File: src/hdl/ccm_pkg.sv
// Shared types, constants and the microcode table of the contour controller mixer.
// No dependencies; the sequencer, the datapath and the top level import this package.
package ccm_pkg;

    localparam int DEF_VALUE_WIDTH        = 16;
    localparam int DEF_GAIN_FRACTION_BITS = 8;

    localparam int NUM_CONTOURS    = 4;
    localparam int CONTOUR_WIDTH   = 2;
    localparam int GAIN_BITS       = 16;
    localparam int GAIN_REG_WIDTH  = GAIN_BITS * NUM_CONTOURS;
    localparam int MODE_REG_WIDTH  = 2 * NUM_CONTOURS;
    localparam int CFG_DATA_WIDTH  = 64;
    localparam int CFG_INDEX_WIDTH = 3;
    localparam int UPC_WIDTH       = 4;

    // Configuration register indexes.
    localparam logic [CFG_INDEX_WIDTH-1:0] REG_POSITION_GAINS          = 3'd0;
    localparam logic [CFG_INDEX_WIDTH-1:0] REG_SPEED_FEEDBACK_GAINS    = 3'd1;
    localparam logic [CFG_INDEX_WIDTH-1:0] REG_POSITION_FEEDBACK_GAINS = 3'd2;
    localparam logic [CFG_INDEX_WIDTH-1:0] REG_SPEED_FEEDFORWARD_GAINS = 3'd3;
    localparam logic [CFG_INDEX_WIDTH-1:0] REG_CONTOUR_MODES           = 3'd4;
    localparam logic [CFG_INDEX_WIDTH-1:0] REG_DRIVE_UPPER_LIMIT       = 3'd5;
    localparam logic [CFG_INDEX_WIDTH-1:0] REG_DRIVE_LOWER_LIMIT       = 3'd6;

    // Contour numbers.
    localparam logic [CONTOUR_WIDTH-1:0] CONTOUR_MARCH = 2'd0;
    localparam logic [CONTOUR_WIDTH-1:0] CONTOUR_DEPTH = 2'd1;
    localparam logic [CONTOUR_WIDTH-1:0] CONTOUR_YAW   = 2'd2;
    localparam logic [CONTOUR_WIDTH-1:0] CONTOUR_ROLL  = 2'd3;

    typedef enum logic [1:0] {
        MODE_DIRECT    = 2'd0,
        MODE_STABILIZE = 2'd1,
        MODE_SETTINGS  = 2'd2,
        MODE_OFF       = 2'd3
    } mode_t;

    // Multiplier A operand.
    typedef enum logic [1:0] {
        OPA_MPOS,
        OPA_ACC,
        OPA_MSPD,
        OPA_TSPD
    } opa_sel_t;

    // Multiplier B operand, one gain register per code.
    typedef enum logic [1:0] {
        GAIN_KP,
        GAIN_KV,
        GAIN_KF,
        GAIN_KFF
    } gain_sel_t;

    typedef enum logic [2:0] {
        ACC_HOLD,
        ACC_LOAD_TPOS,
        ACC_LOAD_PROD,
        ACC_ADD_PROD,
        ACC_SUB_PROD
    } acc_op_t;

    typedef enum logic [1:0] {
        RES_NONE,
        RES_SAT,
        RES_PASS
    } res_op_t;

    typedef enum logic [1:0] {
        JMP_NEXT,
        JMP_ALWAYS,
        JMP_IF_PASS
    } jump_t;

    typedef struct packed {
        logic                 mul_en;
        opa_sel_t             opa;
        gain_sel_t            gain;
        acc_op_t              acc_op;
        res_op_t              res_op;
        logic                 mix;
        logic                 last;
        jump_t                jump;
        logic [UPC_WIDTH-1:0] target;
    } ctrl_word_t;

    // Status from the request handshake, the datapath and the output side into the sequencer.
    typedef struct packed {
        logic start;
        logic pass;
        logic out_free;
    } seq_status_t;

    localparam ctrl_word_t CTRL_NOP = '{
        mul_en: 1'b0, opa: OPA_MPOS, gain: GAIN_KP, acc_op: ACC_HOLD,
        res_op: RES_NONE, mix: 1'b0, last: 1'b0, jump: JMP_NEXT, target: '0
    };

    // Program step addresses.
    localparam logic [UPC_WIDTH-1:0] UPC_FIRST    = 4'd0;
    localparam logic [UPC_WIDTH-1:0] UPC_PERR     = 4'd1;
    localparam logic [UPC_WIDTH-1:0] UPC_MUL_KP   = 4'd2;
    localparam logic [UPC_WIDTH-1:0] UPC_PSIG     = 4'd3;
    localparam logic [UPC_WIDTH-1:0] UPC_SERR     = 4'd4;
    localparam logic [UPC_WIDTH-1:0] UPC_SUM      = 4'd5;
    localparam logic [UPC_WIDTH-1:0] UPC_SAT      = 4'd6;
    localparam logic [UPC_WIDTH-1:0] UPC_MIX      = 4'd7;
    localparam logic [UPC_WIDTH-1:0] UPC_PASS     = 4'd8;

    // Microcode table: one control word per step.
    function automatic ctrl_word_t ucode_rom(input logic [UPC_WIDTH-1:0] upc);
        ctrl_word_t w;
        w = CTRL_NOP;
        case (upc)
            UPC_FIRST:
            begin
                // Product mpos*kf, accumulator takes the target position.
                // Direct and off modes leave the arithmetic here.
                w.mul_en = 1'b1;
                w.opa    = OPA_MPOS;
                w.gain   = GAIN_KF;
                w.acc_op = ACC_LOAD_TPOS;
                w.jump   = JMP_IF_PASS;
                w.target = UPC_PASS;
            end
            UPC_PERR:
            begin
                w.acc_op = ACC_SUB_PROD;
            end
            UPC_MUL_KP:
            begin
                w.mul_en = 1'b1;
                w.opa    = OPA_ACC;
                w.gain   = GAIN_KP;
            end
            UPC_PSIG:
            begin
                w.mul_en = 1'b1;
                w.opa    = OPA_MSPD;
                w.gain   = GAIN_KV;
                w.acc_op = ACC_LOAD_PROD;
            end
            UPC_SERR:
            begin
                w.mul_en = 1'b1;
                w.opa    = OPA_TSPD;
                w.gain   = GAIN_KFF;
                w.acc_op = ACC_SUB_PROD;
            end
            UPC_SUM:
            begin
                w.acc_op = ACC_ADD_PROD;
            end
            UPC_SAT:
            begin
                w.res_op = RES_SAT;
            end
            UPC_MIX:
            begin
                w.mix  = 1'b1;
                w.last = 1'b1;
            end
            UPC_PASS:
            begin
                w.res_op = RES_PASS;
                w.jump   = JMP_ALWAYS;
                w.target = UPC_MIX;
            end
            default:
            begin
                w.last = 1'b1;
            end
        endcase
        return w;
    endfunction

endpackage

File: src/hdl/ccm_if.sv
// Request channel interfaces of the contour controller mixer: item, result, configuration.
// Depends on nothing; item and result value widths follow the VALUE_WIDTH parameter of each instance.
interface ccm_item_if #(
    parameter int VALUE_WIDTH = 16
);
    logic                          valid;
    logic                          ready;
    logic [1:0]                    contour_index;
    logic signed [VALUE_WIDTH-1:0] measured_position;
    logic signed [VALUE_WIDTH-1:0] measured_speed;
    logic signed [VALUE_WIDTH-1:0] target_position;
    logic signed [VALUE_WIDTH-1:0] target_speed;

    modport source (
        output valid, contour_index, measured_position, measured_speed,
               target_position, target_speed,
        input  ready
    );
    modport sink (
        input  valid, contour_index, measured_position, measured_speed,
               target_position, target_speed,
        output ready
    );
endinterface

interface ccm_result_if #(
    parameter int VALUE_WIDTH = 16
);
    logic                          valid;
    logic                          ready;
    logic signed [VALUE_WIDTH-1:0] contour_output;
    logic signed [VALUE_WIDTH-1:0] vertical_right;
    logic signed [VALUE_WIDTH-1:0] vertical_left;
    logic signed [VALUE_WIDTH-1:0] horizontal_right_front;
    logic signed [VALUE_WIDTH-1:0] horizontal_right_back;
    logic signed [VALUE_WIDTH-1:0] horizontal_left_front;
    logic signed [VALUE_WIDTH-1:0] horizontal_left_back;

    modport source (
        output valid, contour_output, vertical_right, vertical_left,
               horizontal_right_front, horizontal_right_back,
               horizontal_left_front, horizontal_left_back,
        input  ready
    );
    modport sink (
        input  valid, contour_output, vertical_right, vertical_left,
               horizontal_right_front, horizontal_right_back,
               horizontal_left_front, horizontal_left_back,
        output ready
    );
endinterface

interface ccm_cfg_if;
    logic        valid;
    logic        ready;
    logic [2:0]  index;
    logic [63:0] data;

    modport source (output valid, index, data, input ready);
    modport sink (input valid, index, data, output ready);
endinterface

File: src/hdl/ccm_sequencer.sv
// Microcode sequencer: step counter, table lookup and conditional and unconditional jumps.
// Depends on ccm_pkg for the control word and the microcode table.
module ccm_sequencer (
    input  logic                clk,
    input  logic                rst_n,
    input  ccm_pkg::seq_status_t status,
    output ccm_pkg::ctrl_word_t  ctrl,
    output logic                busy
);
    import ccm_pkg::*;

    typedef enum logic {
        ST_IDLE,
        ST_RUN
    } state_t;

    state_t               state_reg, state_next;
    logic [UPC_WIDTH-1:0] upc_reg, upc_next;
    ctrl_word_t           word;
    logic                 stall;

    always_comb
    begin
        word       = ucode_rom(upc_reg);
        // The mix step loads the result register, so it waits for that to be free.
        stall      = word.mix && !status.out_free;
        state_next = state_reg;
        upc_next   = upc_reg;
        ctrl       = CTRL_NOP;
        case (state_reg)
            ST_IDLE:
            begin
                if (status.start)
                begin
                    state_next = ST_RUN;
                    upc_next   = UPC_FIRST;
                end
            end
            ST_RUN:
            begin
                if (!stall)
                begin
                    ctrl = word;
                    if (word.last)
                    begin
                        state_next = ST_IDLE;
                    end
                    else if (word.jump == JMP_ALWAYS ||
                             (word.jump == JMP_IF_PASS && status.pass))
                    begin
                        upc_next = word.target;
                    end
                    else
                    begin
                        upc_next = upc_reg + 1'b1;
                    end
                end
            end
            default:
            begin
                state_next = ST_IDLE;
            end
        endcase
    end

    always_ff @(posedge clk or negedge rst_n)
    begin
        if (!rst_n)
        begin
            state_reg <= ST_IDLE;
            upc_reg   <= UPC_FIRST;
        end
        else
        begin
            state_reg <= state_next;
            upc_reg   <= upc_next;
        end
    end

    assign busy = (state_reg == ST_RUN);

endmodule

File: src/hdl/ccm_datapath.sv
// Datapath: input latch, shared gain multiplier, accumulator, contour store and mixer.
// Depends on ccm_pkg; driven one control word per cycle by ccm_sequencer, a no-op word while it idles or stalls.
module ccm_datapath #(
    parameter int VALUE_WIDTH        = ccm_pkg::DEF_VALUE_WIDTH,
    parameter int GAIN_FRACTION_BITS = ccm_pkg::DEF_GAIN_FRACTION_BITS
) (
    input  logic                                clk,
    input  logic                                rst_n,
    input  ccm_pkg::ctrl_word_t                 ctrl,
    input  logic                                load,
    input  logic [ccm_pkg::CONTOUR_WIDTH-1:0]   contour_index,
    input  logic signed [VALUE_WIDTH-1:0]       measured_position,
    input  logic signed [VALUE_WIDTH-1:0]       measured_speed,
    input  logic signed [VALUE_WIDTH-1:0]       target_position,
    input  logic signed [VALUE_WIDTH-1:0]       target_speed,
    input  logic [ccm_pkg::GAIN_REG_WIDTH-1:0]  position_gains,
    input  logic [ccm_pkg::GAIN_REG_WIDTH-1:0]  speed_feedback_gains,
    input  logic [ccm_pkg::GAIN_REG_WIDTH-1:0]  position_feedback_gains,
    input  logic [ccm_pkg::GAIN_REG_WIDTH-1:0]  speed_feedforward_gains,
    input  logic [ccm_pkg::MODE_REG_WIDTH-1:0]  contour_modes,
    input  logic signed [VALUE_WIDTH-1:0]       drive_upper_limit,
    input  logic signed [VALUE_WIDTH-1:0]       drive_lower_limit,
    output logic                                pass,
    output logic signed [VALUE_WIDTH-1:0]       contour_output,
    output logic signed [VALUE_WIDTH-1:0]       vertical_right,
    output logic signed [VALUE_WIDTH-1:0]       vertical_left,
    output logic signed [VALUE_WIDTH-1:0]       horizontal_right,
    output logic signed [VALUE_WIDTH-1:0]       horizontal_left
);
    import ccm_pkg::*;

    // The position error always fits VALUE_WIDTH+16 bits; the accumulator has two spare bits.
    localparam int OPA_WIDTH  = VALUE_WIDTH + GAIN_BITS;
    localparam int PROD_WIDTH = OPA_WIDTH + GAIN_BITS;
    localparam int ACC_WIDTH  = PROD_WIDTH + 2;
    localparam int SUM_WIDTH  = VALUE_WIDTH + 1;

    logic [CONTOUR_WIDTH-1:0]      idx_reg;
    logic signed [VALUE_WIDTH-1:0] mpos_reg, mspd_reg, tpos_reg, tspd_reg;
    logic signed [PROD_WIDTH-1:0]  prod_reg;
    logic signed [ACC_WIDTH-1:0]   acc_reg;
    logic signed [VALUE_WIDTH-1:0] store_reg [NUM_CONTOURS];
    logic signed [VALUE_WIDTH-1:0] ctl_reg;
    logic signed [VALUE_WIDTH-1:0] result_reg, vr_reg, vl_reg, hr_reg, hl_reg;

    mode_t                        mode;
    logic [GAIN_REG_WIDTH-1:0]    gain_word;
    logic signed [GAIN_BITS-1:0]  gain;
    logic signed [OPA_WIDTH-1:0]  opa;
    logic signed [PROD_WIDTH-1:0] prod_shift;
    logic signed [ACC_WIDTH-1:0]  prod_ext;
    logic                         acc_in_range;
    logic signed [VALUE_WIDTH-1:0] sat_value, pass_value, res_value;
    logic signed [SUM_WIDTH-1:0]  depth_ext, roll_ext, march_ext, yaw_ext;
    logic signed [SUM_WIDTH-1:0]  vr_clamp, vl_clamp, hr_clamp, hl_clamp;

    function automatic logic signed [SUM_WIDTH-1:0] clamp_drive(
        input logic signed [SUM_WIDTH-1:0] x
    );
        logic signed [SUM_WIDTH-1:0] up;
        logic signed [SUM_WIDTH-1:0] dn;
        logic signed [SUM_WIDTH-1:0] r;
        up = SUM_WIDTH'(drive_upper_limit);
        dn = SUM_WIDTH'(drive_lower_limit);
        r  = x;
        if (x <= dn)
        begin
            r = dn;
        end
        // The upper limit wins when the limits cross.
        if (x >= up)
        begin
            r = up;
        end
        return r;
    endfunction

    assign mode = mode_t'(contour_modes[{idx_reg, 1'b0} +: 2]);
    assign pass = !(mode == MODE_STABILIZE || mode == MODE_SETTINGS);

    always_comb
    begin
        case (ctrl.gain)
            GAIN_KP:  gain_word = position_gains;
            GAIN_KV:  gain_word = speed_feedback_gains;
            GAIN_KF:  gain_word = position_feedback_gains;
            GAIN_KFF: gain_word = speed_feedforward_gains;
            default:  gain_word = position_gains;
        endcase
        gain = $signed(gain_word[{idx_reg, 4'b0000} +: GAIN_BITS]);

        case (ctrl.opa)
            OPA_MPOS: opa = OPA_WIDTH'(mpos_reg);
            OPA_ACC:  opa = $signed(acc_reg[OPA_WIDTH-1:0]);
            OPA_MSPD: opa = OPA_WIDTH'(mspd_reg);
            OPA_TSPD: opa = OPA_WIDTH'(tspd_reg);
            default:  opa = OPA_WIDTH'(mpos_reg);
        endcase
    end

    // Each gain product is floored by the gain fraction bits.
    assign prod_shift = prod_reg >>> GAIN_FRACTION_BITS;
    assign prod_ext   = ACC_WIDTH'(prod_shift);

    // Saturation: in range when all bits above the value's sign bit match it.
    assign acc_in_range = (acc_reg[ACC_WIDTH-1:VALUE_WIDTH-1] == '0) ||
                          (acc_reg[ACC_WIDTH-1:VALUE_WIDTH-1] == '1);
    assign sat_value  = acc_in_range ? acc_reg[VALUE_WIDTH-1:0]
                      : (acc_reg[ACC_WIDTH-1] ? {1'b1, {(VALUE_WIDTH-1){1'b0}}}
                                              : {1'b0, {(VALUE_WIDTH-1){1'b1}}});
    assign pass_value = (mode == MODE_DIRECT) ? tspd_reg : '0;
    assign res_value  = (ctrl.res_op == RES_PASS) ? pass_value : sat_value;

    assign march_ext = SUM_WIDTH'(store_reg[CONTOUR_MARCH]);
    assign depth_ext = SUM_WIDTH'(store_reg[CONTOUR_DEPTH]);
    assign yaw_ext   = SUM_WIDTH'(store_reg[CONTOUR_YAW]);
    assign roll_ext  = SUM_WIDTH'(store_reg[CONTOUR_ROLL]);
    assign vr_clamp  = clamp_drive(depth_ext + roll_ext);
    assign vl_clamp  = clamp_drive(depth_ext - roll_ext);
    assign hr_clamp  = clamp_drive(march_ext + yaw_ext);
    assign hl_clamp  = clamp_drive(march_ext - yaw_ext);

    always_ff @(posedge clk)
    begin
        if (load)
        begin
            idx_reg  <= contour_index;
            mpos_reg <= measured_position;
            mspd_reg <= measured_speed;
            tpos_reg <= target_position;
            tspd_reg <= target_speed;
        end
        if (ctrl.mul_en)
        begin
            prod_reg <= PROD_WIDTH'(opa) * PROD_WIDTH'(gain);
        end
        case (ctrl.acc_op)
            ACC_HOLD:      acc_reg <= acc_reg;
            ACC_LOAD_TPOS: acc_reg <= ACC_WIDTH'(tpos_reg);
            ACC_LOAD_PROD: acc_reg <= prod_ext;
            ACC_ADD_PROD:  acc_reg <= acc_reg + prod_ext;
            ACC_SUB_PROD:  acc_reg <= acc_reg - prod_ext;
            default:       acc_reg <= acc_reg;
        endcase
        // The controller output is held apart from the result register, so a
        // result that still waits at the output keeps its value.
        if (ctrl.res_op != RES_NONE)
        begin
            ctl_reg <= res_value;
        end
        if (ctrl.mix)
        begin
            result_reg <= ctl_reg;
            vr_reg     <= vr_clamp[VALUE_WIDTH-1:0];
            vl_reg     <= vl_clamp[VALUE_WIDTH-1:0];
            hr_reg     <= hr_clamp[VALUE_WIDTH-1:0];
            hl_reg     <= hl_clamp[VALUE_WIDTH-1:0];
        end
    end

    // Stored contour outputs reset to zero.
    always_ff @(posedge clk or negedge rst_n)
    begin
        if (!rst_n)
        begin
            for (int i = 0; i < NUM_CONTOURS; i++)
            begin
                store_reg[i] <= '0;
            end
        end
        else if (ctrl.res_op != RES_NONE)
        begin
            store_reg[idx_reg] <= res_value;
        end
    end

    assign contour_output   = result_reg;
    assign vertical_right   = vr_reg;
    assign vertical_left    = vl_reg;
    assign horizontal_right = hr_reg;
    assign horizontal_left  = hl_reg;

endmodule

File: src/hdl/cascaded_contour_controller_mixer.sv
// Top level of the cascaded contour controller with thruster mixer.
// Depends on ccm_pkg, the channel interfaces in ccm_if.sv, ccm_sequencer and ccm_datapath.
//
//  Channel  | Direction | Handshake    | Payload
//  ---------+-----------+--------------+-----------------------------------------------
//  item     | in        | valid/ready  | contour_index, measured/target position+speed
//  result   | out       | valid/ready  | contour_output and six thruster drives
//  cfg      | in        | valid/ready  | index (3 bits), data (64 bits)
//
// A stabilize or settings request runs from the first step to mix, with four products of
// the shared 16-bit-gain multiplier in sequence, at most one per step; a direct or off
// request jumps from the first step to pass, then mix; the microcode program sets both.
// Reset (rst_n low, asynchronous) restores the register defaults, clears the four stored
// contour outputs and leaves the sequencer idle with no result pending.
// A new request is taken whenever the sequencer is idle, even while a result waits; the
// program stalls at its final mix step only if the previous result has not yet gone out.
// Configuration is always ready; writes to indexes above six are dropped.
module cascaded_contour_controller_mixer #(
    parameter int VALUE_WIDTH        = ccm_pkg::DEF_VALUE_WIDTH,
    parameter int GAIN_FRACTION_BITS = ccm_pkg::DEF_GAIN_FRACTION_BITS
) (
    input  logic                clk,
    input  logic                rst_n,
    ccm_item_if.sink            item,
    ccm_result_if.source        result,
    ccm_cfg_if.sink             cfg
);
    import ccm_pkg::*;

    // Configuration registers.
    logic [GAIN_REG_WIDTH-1:0]     position_gains_reg;
    logic [GAIN_REG_WIDTH-1:0]     speed_feedback_gains_reg;
    logic [GAIN_REG_WIDTH-1:0]     position_feedback_gains_reg;
    logic [GAIN_REG_WIDTH-1:0]     speed_feedforward_gains_reg;
    logic [MODE_REG_WIDTH-1:0]     contour_modes_reg;
    logic signed [VALUE_WIDTH-1:0] drive_upper_limit_reg;
    logic signed [VALUE_WIDTH-1:0] drive_lower_limit_reg;

    logic        out_valid_reg, out_valid_next;
    logic        busy;
    logic        start;
    logic        pass;
    seq_status_t status;
    ctrl_word_t  ctrl;

    logic signed [VALUE_WIDTH-1:0] horizontal_right;
    logic signed [VALUE_WIDTH-1:0] horizontal_left;

    // A request is taken only while no program runs.
    assign item.ready = !busy;
    assign start      = item.valid && item.ready;
    assign cfg.ready  = 1'b1;

    assign status.start    = start;
    assign status.pass     = pass;
    assign status.out_free = !out_valid_reg || result.ready;

    always_ff @(posedge clk or negedge rst_n)
    begin
        if (!rst_n)
        begin
            position_gains_reg          <= '0;
            speed_feedback_gains_reg    <= '0;
            position_feedback_gains_reg <= '0;
            speed_feedforward_gains_reg <= '0;
            contour_modes_reg           <= '0;
            drive_upper_limit_reg       <= {1'b0, {(VALUE_WIDTH-1){1'b1}}};
            drive_lower_limit_reg       <= {1'b1, {(VALUE_WIDTH-1){1'b0}}};
        end
        else if (cfg.valid && cfg.ready)
        begin
            case (cfg.index)
                REG_POSITION_GAINS:
                    position_gains_reg <= cfg.data[GAIN_REG_WIDTH-1:0];
                REG_SPEED_FEEDBACK_GAINS:
                    speed_feedback_gains_reg <= cfg.data[GAIN_REG_WIDTH-1:0];
                REG_POSITION_FEEDBACK_GAINS:
                    position_feedback_gains_reg <= cfg.data[GAIN_REG_WIDTH-1:0];
                REG_SPEED_FEEDFORWARD_GAINS:
                    speed_feedforward_gains_reg <= cfg.data[GAIN_REG_WIDTH-1:0];
                REG_CONTOUR_MODES:
                    contour_modes_reg <= cfg.data[MODE_REG_WIDTH-1:0];
                REG_DRIVE_UPPER_LIMIT:
                    drive_upper_limit_reg <= cfg.data[VALUE_WIDTH-1:0];
                REG_DRIVE_LOWER_LIMIT:
                    drive_lower_limit_reg <= cfg.data[VALUE_WIDTH-1:0];
                default:
                begin
                end
            endcase
        end
    end

    // The result is valid from the mix step until the sink takes it. When a new result
    // is mixed in the same cycle that the old one leaves, valid simply stays high.
    always_comb
    begin
        out_valid_next = out_valid_reg;
        if (result.valid && result.ready)
        begin
            out_valid_next = 1'b0;
        end
        if (ctrl.mix)
        begin
            out_valid_next = 1'b1;
        end
    end

    always_ff @(posedge clk or negedge rst_n)
    begin
        if (!rst_n)
        begin
            out_valid_reg <= 1'b0;
        end
        else
        begin
            out_valid_reg <= out_valid_next;
        end
    end

    ccm_sequencer u_sequencer (
        .clk    (clk),
        .rst_n  (rst_n),
        .status (status),
        .ctrl   (ctrl),
        .busy   (busy)
    );

    ccm_datapath #(
        .VALUE_WIDTH        (VALUE_WIDTH),
        .GAIN_FRACTION_BITS (GAIN_FRACTION_BITS)
    ) u_datapath (
        .clk                     (clk),
        .rst_n                   (rst_n),
        .ctrl                    (ctrl),
        .load                    (start),
        .contour_index           (item.contour_index),
        .measured_position       (item.measured_position),
        .measured_speed          (item.measured_speed),
        .target_position         (item.target_position),
        .target_speed            (item.target_speed),
        .position_gains          (position_gains_reg),
        .speed_feedback_gains    (speed_feedback_gains_reg),
        .position_feedback_gains (position_feedback_gains_reg),
        .speed_feedforward_gains (speed_feedforward_gains_reg),
        .contour_modes           (contour_modes_reg),
        .drive_upper_limit       (drive_upper_limit_reg),
        .drive_lower_limit       (drive_lower_limit_reg),
        .pass                    (pass),
        .contour_output          (result.contour_output),
        .vertical_right          (result.vertical_right),
        .vertical_left           (result.vertical_left),
        .horizontal_right        (horizontal_right),
        .horizontal_left         (horizontal_left)
    );

    // Front and back thrusters on each side receive the same drive.
    assign result.valid                  = out_valid_reg;
    assign result.horizontal_right_front = horizontal_right;
    assign result.horizontal_right_back  = horizontal_right;
    assign result.horizontal_left_front  = horizontal_left;
    assign result.horizontal_left_back   = horizontal_left;

endmodule
File: src/flat_wrapper.sv
// flat-port wrapper written by rule: the top's interface ports become plain ports
module cascaded_contour_controller_mixer_flat import ccm_pkg::*;
#(
    parameter int VALUE_WIDTH        = ccm_pkg::DEF_VALUE_WIDTH,
    parameter int GAIN_FRACTION_BITS = ccm_pkg::DEF_GAIN_FRACTION_BITS
)
  (clk, rst_n, item_valid, item_contour_index, item_measured_position, item_measured_speed, item_target_position, item_target_speed, item_ready, result_valid, result_contour_output, result_vertical_right, result_vertical_left, result_horizontal_right_front, result_horizontal_right_back, result_horizontal_left_front, result_horizontal_left_back, result_ready, cfg_valid, cfg_index, cfg_data, cfg_ready);
  ccm_item_if #(.VALUE_WIDTH(VALUE_WIDTH)) item_i ();
  ccm_result_if #(.VALUE_WIDTH(VALUE_WIDTH)) result_i ();
  ccm_cfg_if cfg_i ();
  input  logic clk;
  input  logic rst_n;
  input wire logic [$bits(item_i.valid)-1:0] item_valid;
  input wire logic [$bits(item_i.contour_index)-1:0] item_contour_index;
  input wire logic [$bits(item_i.measured_position)-1:0] item_measured_position;
  input wire logic [$bits(item_i.measured_speed)-1:0] item_measured_speed;
  input wire logic [$bits(item_i.target_position)-1:0] item_target_position;
  input wire logic [$bits(item_i.target_speed)-1:0] item_target_speed;
  output wire logic [$bits(item_i.ready)-1:0] item_ready;
  output wire logic [$bits(result_i.valid)-1:0] result_valid;
  output wire logic [$bits(result_i.contour_output)-1:0] result_contour_output;
  output wire logic [$bits(result_i.vertical_right)-1:0] result_vertical_right;
  output wire logic [$bits(result_i.vertical_left)-1:0] result_vertical_left;
  output wire logic [$bits(result_i.horizontal_right_front)-1:0] result_horizontal_right_front;
  output wire logic [$bits(result_i.horizontal_right_back)-1:0] result_horizontal_right_back;
  output wire logic [$bits(result_i.horizontal_left_front)-1:0] result_horizontal_left_front;
  output wire logic [$bits(result_i.horizontal_left_back)-1:0] result_horizontal_left_back;
  input wire logic [$bits(result_i.ready)-1:0] result_ready;
  input wire logic [$bits(cfg_i.valid)-1:0] cfg_valid;
  input wire logic [$bits(cfg_i.index)-1:0] cfg_index;
  input wire logic [$bits(cfg_i.data)-1:0] cfg_data;
  output wire logic [$bits(cfg_i.ready)-1:0] cfg_ready;
  assign item_i.valid = item_valid;
  assign item_i.contour_index = item_contour_index;
  assign item_i.measured_position = item_measured_position;
  assign item_i.measured_speed = item_measured_speed;
  assign item_i.target_position = item_target_position;
  assign item_i.target_speed = item_target_speed;
  assign item_ready = item_i.ready;
  assign result_valid = result_i.valid;
  assign result_contour_output = result_i.contour_output;
  assign result_vertical_right = result_i.vertical_right;
  assign result_vertical_left = result_i.vertical_left;
  assign result_horizontal_right_front = result_i.horizontal_right_front;
  assign result_horizontal_right_back = result_i.horizontal_right_back;
  assign result_horizontal_left_front = result_i.horizontal_left_front;
  assign result_horizontal_left_back = result_i.horizontal_left_back;
  assign result_i.ready = result_ready;
  assign cfg_i.valid = cfg_valid;
  assign cfg_i.index = cfg_index;
  assign cfg_i.data = cfg_data;
  assign cfg_ready = cfg_i.ready;
  cascaded_contour_controller_mixer #(.VALUE_WIDTH(VALUE_WIDTH), .GAIN_FRACTION_BITS(GAIN_FRACTION_BITS)) u_core (.clk(clk), .rst_n(rst_n), .item(item_i), .result(result_i), .cfg(cfg_i));
endmodule
File: config.mk
export PLATFORM = sky130hd
export DESIGN_NAME = cascaded_contour_controller_mixer_flat
export DESIGN_NICKNAME = d
export VERILOG_FILES = /design/src/hdl/ccm_pkg.sv /design/src/hdl/ccm_if.sv /design/src/hdl/ccm_sequencer.sv /design/src/hdl/ccm_datapath.sv /design/src/hdl/cascaded_contour_controller_mixer.sv /design/src/flat_wrapper.sv
export SDC_FILE = /design/constraint.sdc
export NUM_CORES = 2
export LEC_CHECK = 0
export ABC_AREA = 0
export BUFFER_PORTS_ARGS = -buffer_cell sky130_fd_sc_hd__buf_2
export CAP_MARGIN = 20
export CORE_UTILIZATION = 45
export DETAILED_ROUTE_END_ITERATION = 16
export PLACE_DENSITY = 0.64
export SLEW_MARGIN = 20
export SYNTH_ARGS = -nofsm -noshare
export SYNTH_HDL_FRONTEND = slang
export SYNTH_HIERARCHICAL = 1
export SYNTH_SLANG_ARGS = --single-unit
File: constraint.sdc
create_clock -name clk -period 26.1 [get_ports clk]
set_clock_uncertainty 0.1 [all_clocks]
set_input_delay 7.83 -clock clk [delete_from_list [all_inputs] [get_ports clk]]
set_output_delay 7.83 -clock clk [all_outputs]
set_load 0.01 [all_outputs]
==> summary.md <==
| Metric | Value |
|---|---|
| Routed len/inst | 21.7 um |
| Die span in x | 348 um |
| Floorplan die area | 0.121 mm^2 |
| Most prevalent standard cell on the critical path | fa_1 |
| Starting density of the core | 0.455 |
| Global route overflow | 0 |
| Final min period | 17.59 ns |
| Drt pass-1 iters | 6 |
| Std-Cell Rows | 126 |
| Area of the mapped netlist | 0.0539 mm^2 |
| Slew HR | 0.204 |
| Met1 GRT Util | 0.329 |
| Number of hold buffers added after CTS | 0 |
| Worst-skew pair later-pin latency | 0.68 ns |
| Critical setup path kind | input port to flop |
| Number of global-route vias before repair | 40,114 |
| Num ports | 253 |
| Met2 global-route usage | 0.419 |
| Synth Area per Inst | 10.4 um^2 |
| Total negative setup slack | 0 ns |
| Startpoint type of the worst setup path | input port |
| Global-route wire length before repair | 235,000 um |
| Crit path required time | 26.38 ns |
| Ys Warns | 6 |
| Total of cells resized after clock tree synthesis | 0 |
| Global-route layer with the greatest usage | met2 |
| Top Family by Delay on Critical Path | adder cells |
| Clock-pin transition on the worst setup and hold timing paths | 0.05 ns |
| Number of remaining DRC errors | 0 |
| Overall routing resource usage | 0.252 |
| Core ar. | 0.118 mm^2 |
| Nature of the critical path endpoint | flop |
| Hold WC Path Type | flop to flop |
| Number of buffers created by CTS | 68 |
| Final net count | 6,289 |
| Max incr delay on CP | 0.65 ns |
| Initial DRC Count | 2,750 |
| Share of post-route cells with drive strength above 1 | 0.163 |
| Run status | complete, no violations |
| Antenna violations before repair | 20 |
| Level count of the clock H-tree | 3 |
| Setup-failing EPs final | 0 |
| Floorplan die height | 348 um |
| Number of antenna-violating nets in the routed design | 0 |
| CP arrival | 17.87 ns |
| Number of nets produced by synthesis | 6,167 |
| Clock tree root buffer cell | clkbuf_16 |
| Clock sink count | 618 |
| Synthesis-to-finish area growth | 9.16% |
| Vias after detailed routing | 38,852 |
| Critical-path cell with the highest stage delay | buf_4 |
| Number of hold-slack violations in the final timing report | 0 |
| Routed wire length | 151,000 um |
| Max Clock Freq | 0.0568 GHz |
| Tightest Pin Transition | 1.19 ns |
| Unrepaired setup endpoints after global routing | false |
| TritonCTS clock tree | done |
| Post-synthesis cell count | 5,173 |
| HPWL reported at the end of detailed placement | 113,000 um |
| Max-slew violations | 0 |
| Largest net degree at the start of global routing | 110 |
| Sum of buffers and inverters on the critical path | 10 |
| Worst Path Max Fanout | 80 |
| Fraction of the cycle the final worst path needs | 0.674 |
| Placer's final routability congestion estimate | 0.944 |
| Number of setup buffers added after CTS | 0 |
| Number of I/O port buffers | 251 |
| Number of max-cap violations | 0 |
| Longest Clk Path Bufs | 3 |
| Met3 routing resource usage after global routing | 0.0368 |
| Via-per-instance ratio | 5.58 |
-- layer usage --
metal / vias to the layer above / routed length, um
li1: 17622 / -
met1: 19693 / 62600
met2: 1245 / 73400
met3: 288 / 9260
met4: 4 / 5680
met5: - / 34
-- per-stage QoR --
step / cell area, um^2 / std cells / hold slack, ns / worst slack [ns] / utilization
global route: 58800 / 6953 / 0.324 / 8.01 / 0.496
finish: 58800 / 6958 / 0.317 / 8.51 / 0.497
CTS: 58800 / 6947 / 0.317 / 8.64 / 0.496
detailed placement: 56600 / 6825 / 0.305 / 7.96 / 0.478
global placement: 56600 / 6825 / 0.304 / 8.09 / 0.478
floorplan: 53900 / 5173 / 0.300 / 9.81 / -
-- worst paths after layout --
path / slack, ns / start / to / depth (start not counted)
hold / removal: 0.32 / u_core/u_datapath/ctl_reg[5] / u_core/u_datapath/contour_output[5] / 0
hold reg to reg: 0.32 / u_core/u_datapath/ctl_reg[5] / u_core/u_datapath/contour_output[5] / 0
max in group asynchronous: 16.62 / rst_n / u_core/speed_feedback_gains_reg[51] / 3
min in group asynchronous: 7.06 / rst_n / u_core/drive_lower_limit_reg[11] / 1
setup / recovery: 8.51 / result_ready / u_core/u_datapath/prod_reg[47] / 35
setup reg to reg: 15.20 / u_core/u_sequencer/upc_reg[0] / u_core/u_datapath/prod_reg[47] / 35
-- worst reg2reg max path: cells and delay by family, from the launching register on --
| family | cells | cell delay (ns) |
|---|---|---|
| XOR/XNOR | 1 | 0.12 |
| AO/OA/AOI/OAI | 12 | 3.05 |
| AND/OR/NAND/NOR | 5 | 1.11 |
| buffers and inverters | 9 | 2.25 |
| adder cells (fa/ha/maj) | 8 | 3.57 |
| flip-flops | 1 | 0.43 |
-- placed cells by master, fill, tap and decap left out, drive strengths merged, types with 59 or more instances in the layout --
cell type  instances
nor2b            121
mux2i             79
nor3              59
nor2             322
ha               365
a21oi            251
inv              703
fa               491
buf              324
nand2            404
mux2             337
dfrtp            350
o21ai            248
xor2              68
nand2b            74
clkbuf            97
o21a              59
xnor2            109
a21o              94
edfxtp           252
-- cell type report --
cell class,instances,area (um^2)
fillers,10734,59600
multi-input cells,3583,33400
flip-flops and latches,618,16700
inverters,700,2630
well taps,1600,2000
clock buffers,97,1890
repair buffers,324,1830
clock inverters,25,303
diodes,11,27.5
Power is left out: the tool's default activity adds up to more than one toggle a clock period on the data nets, which glitch-free logic cannot reach.
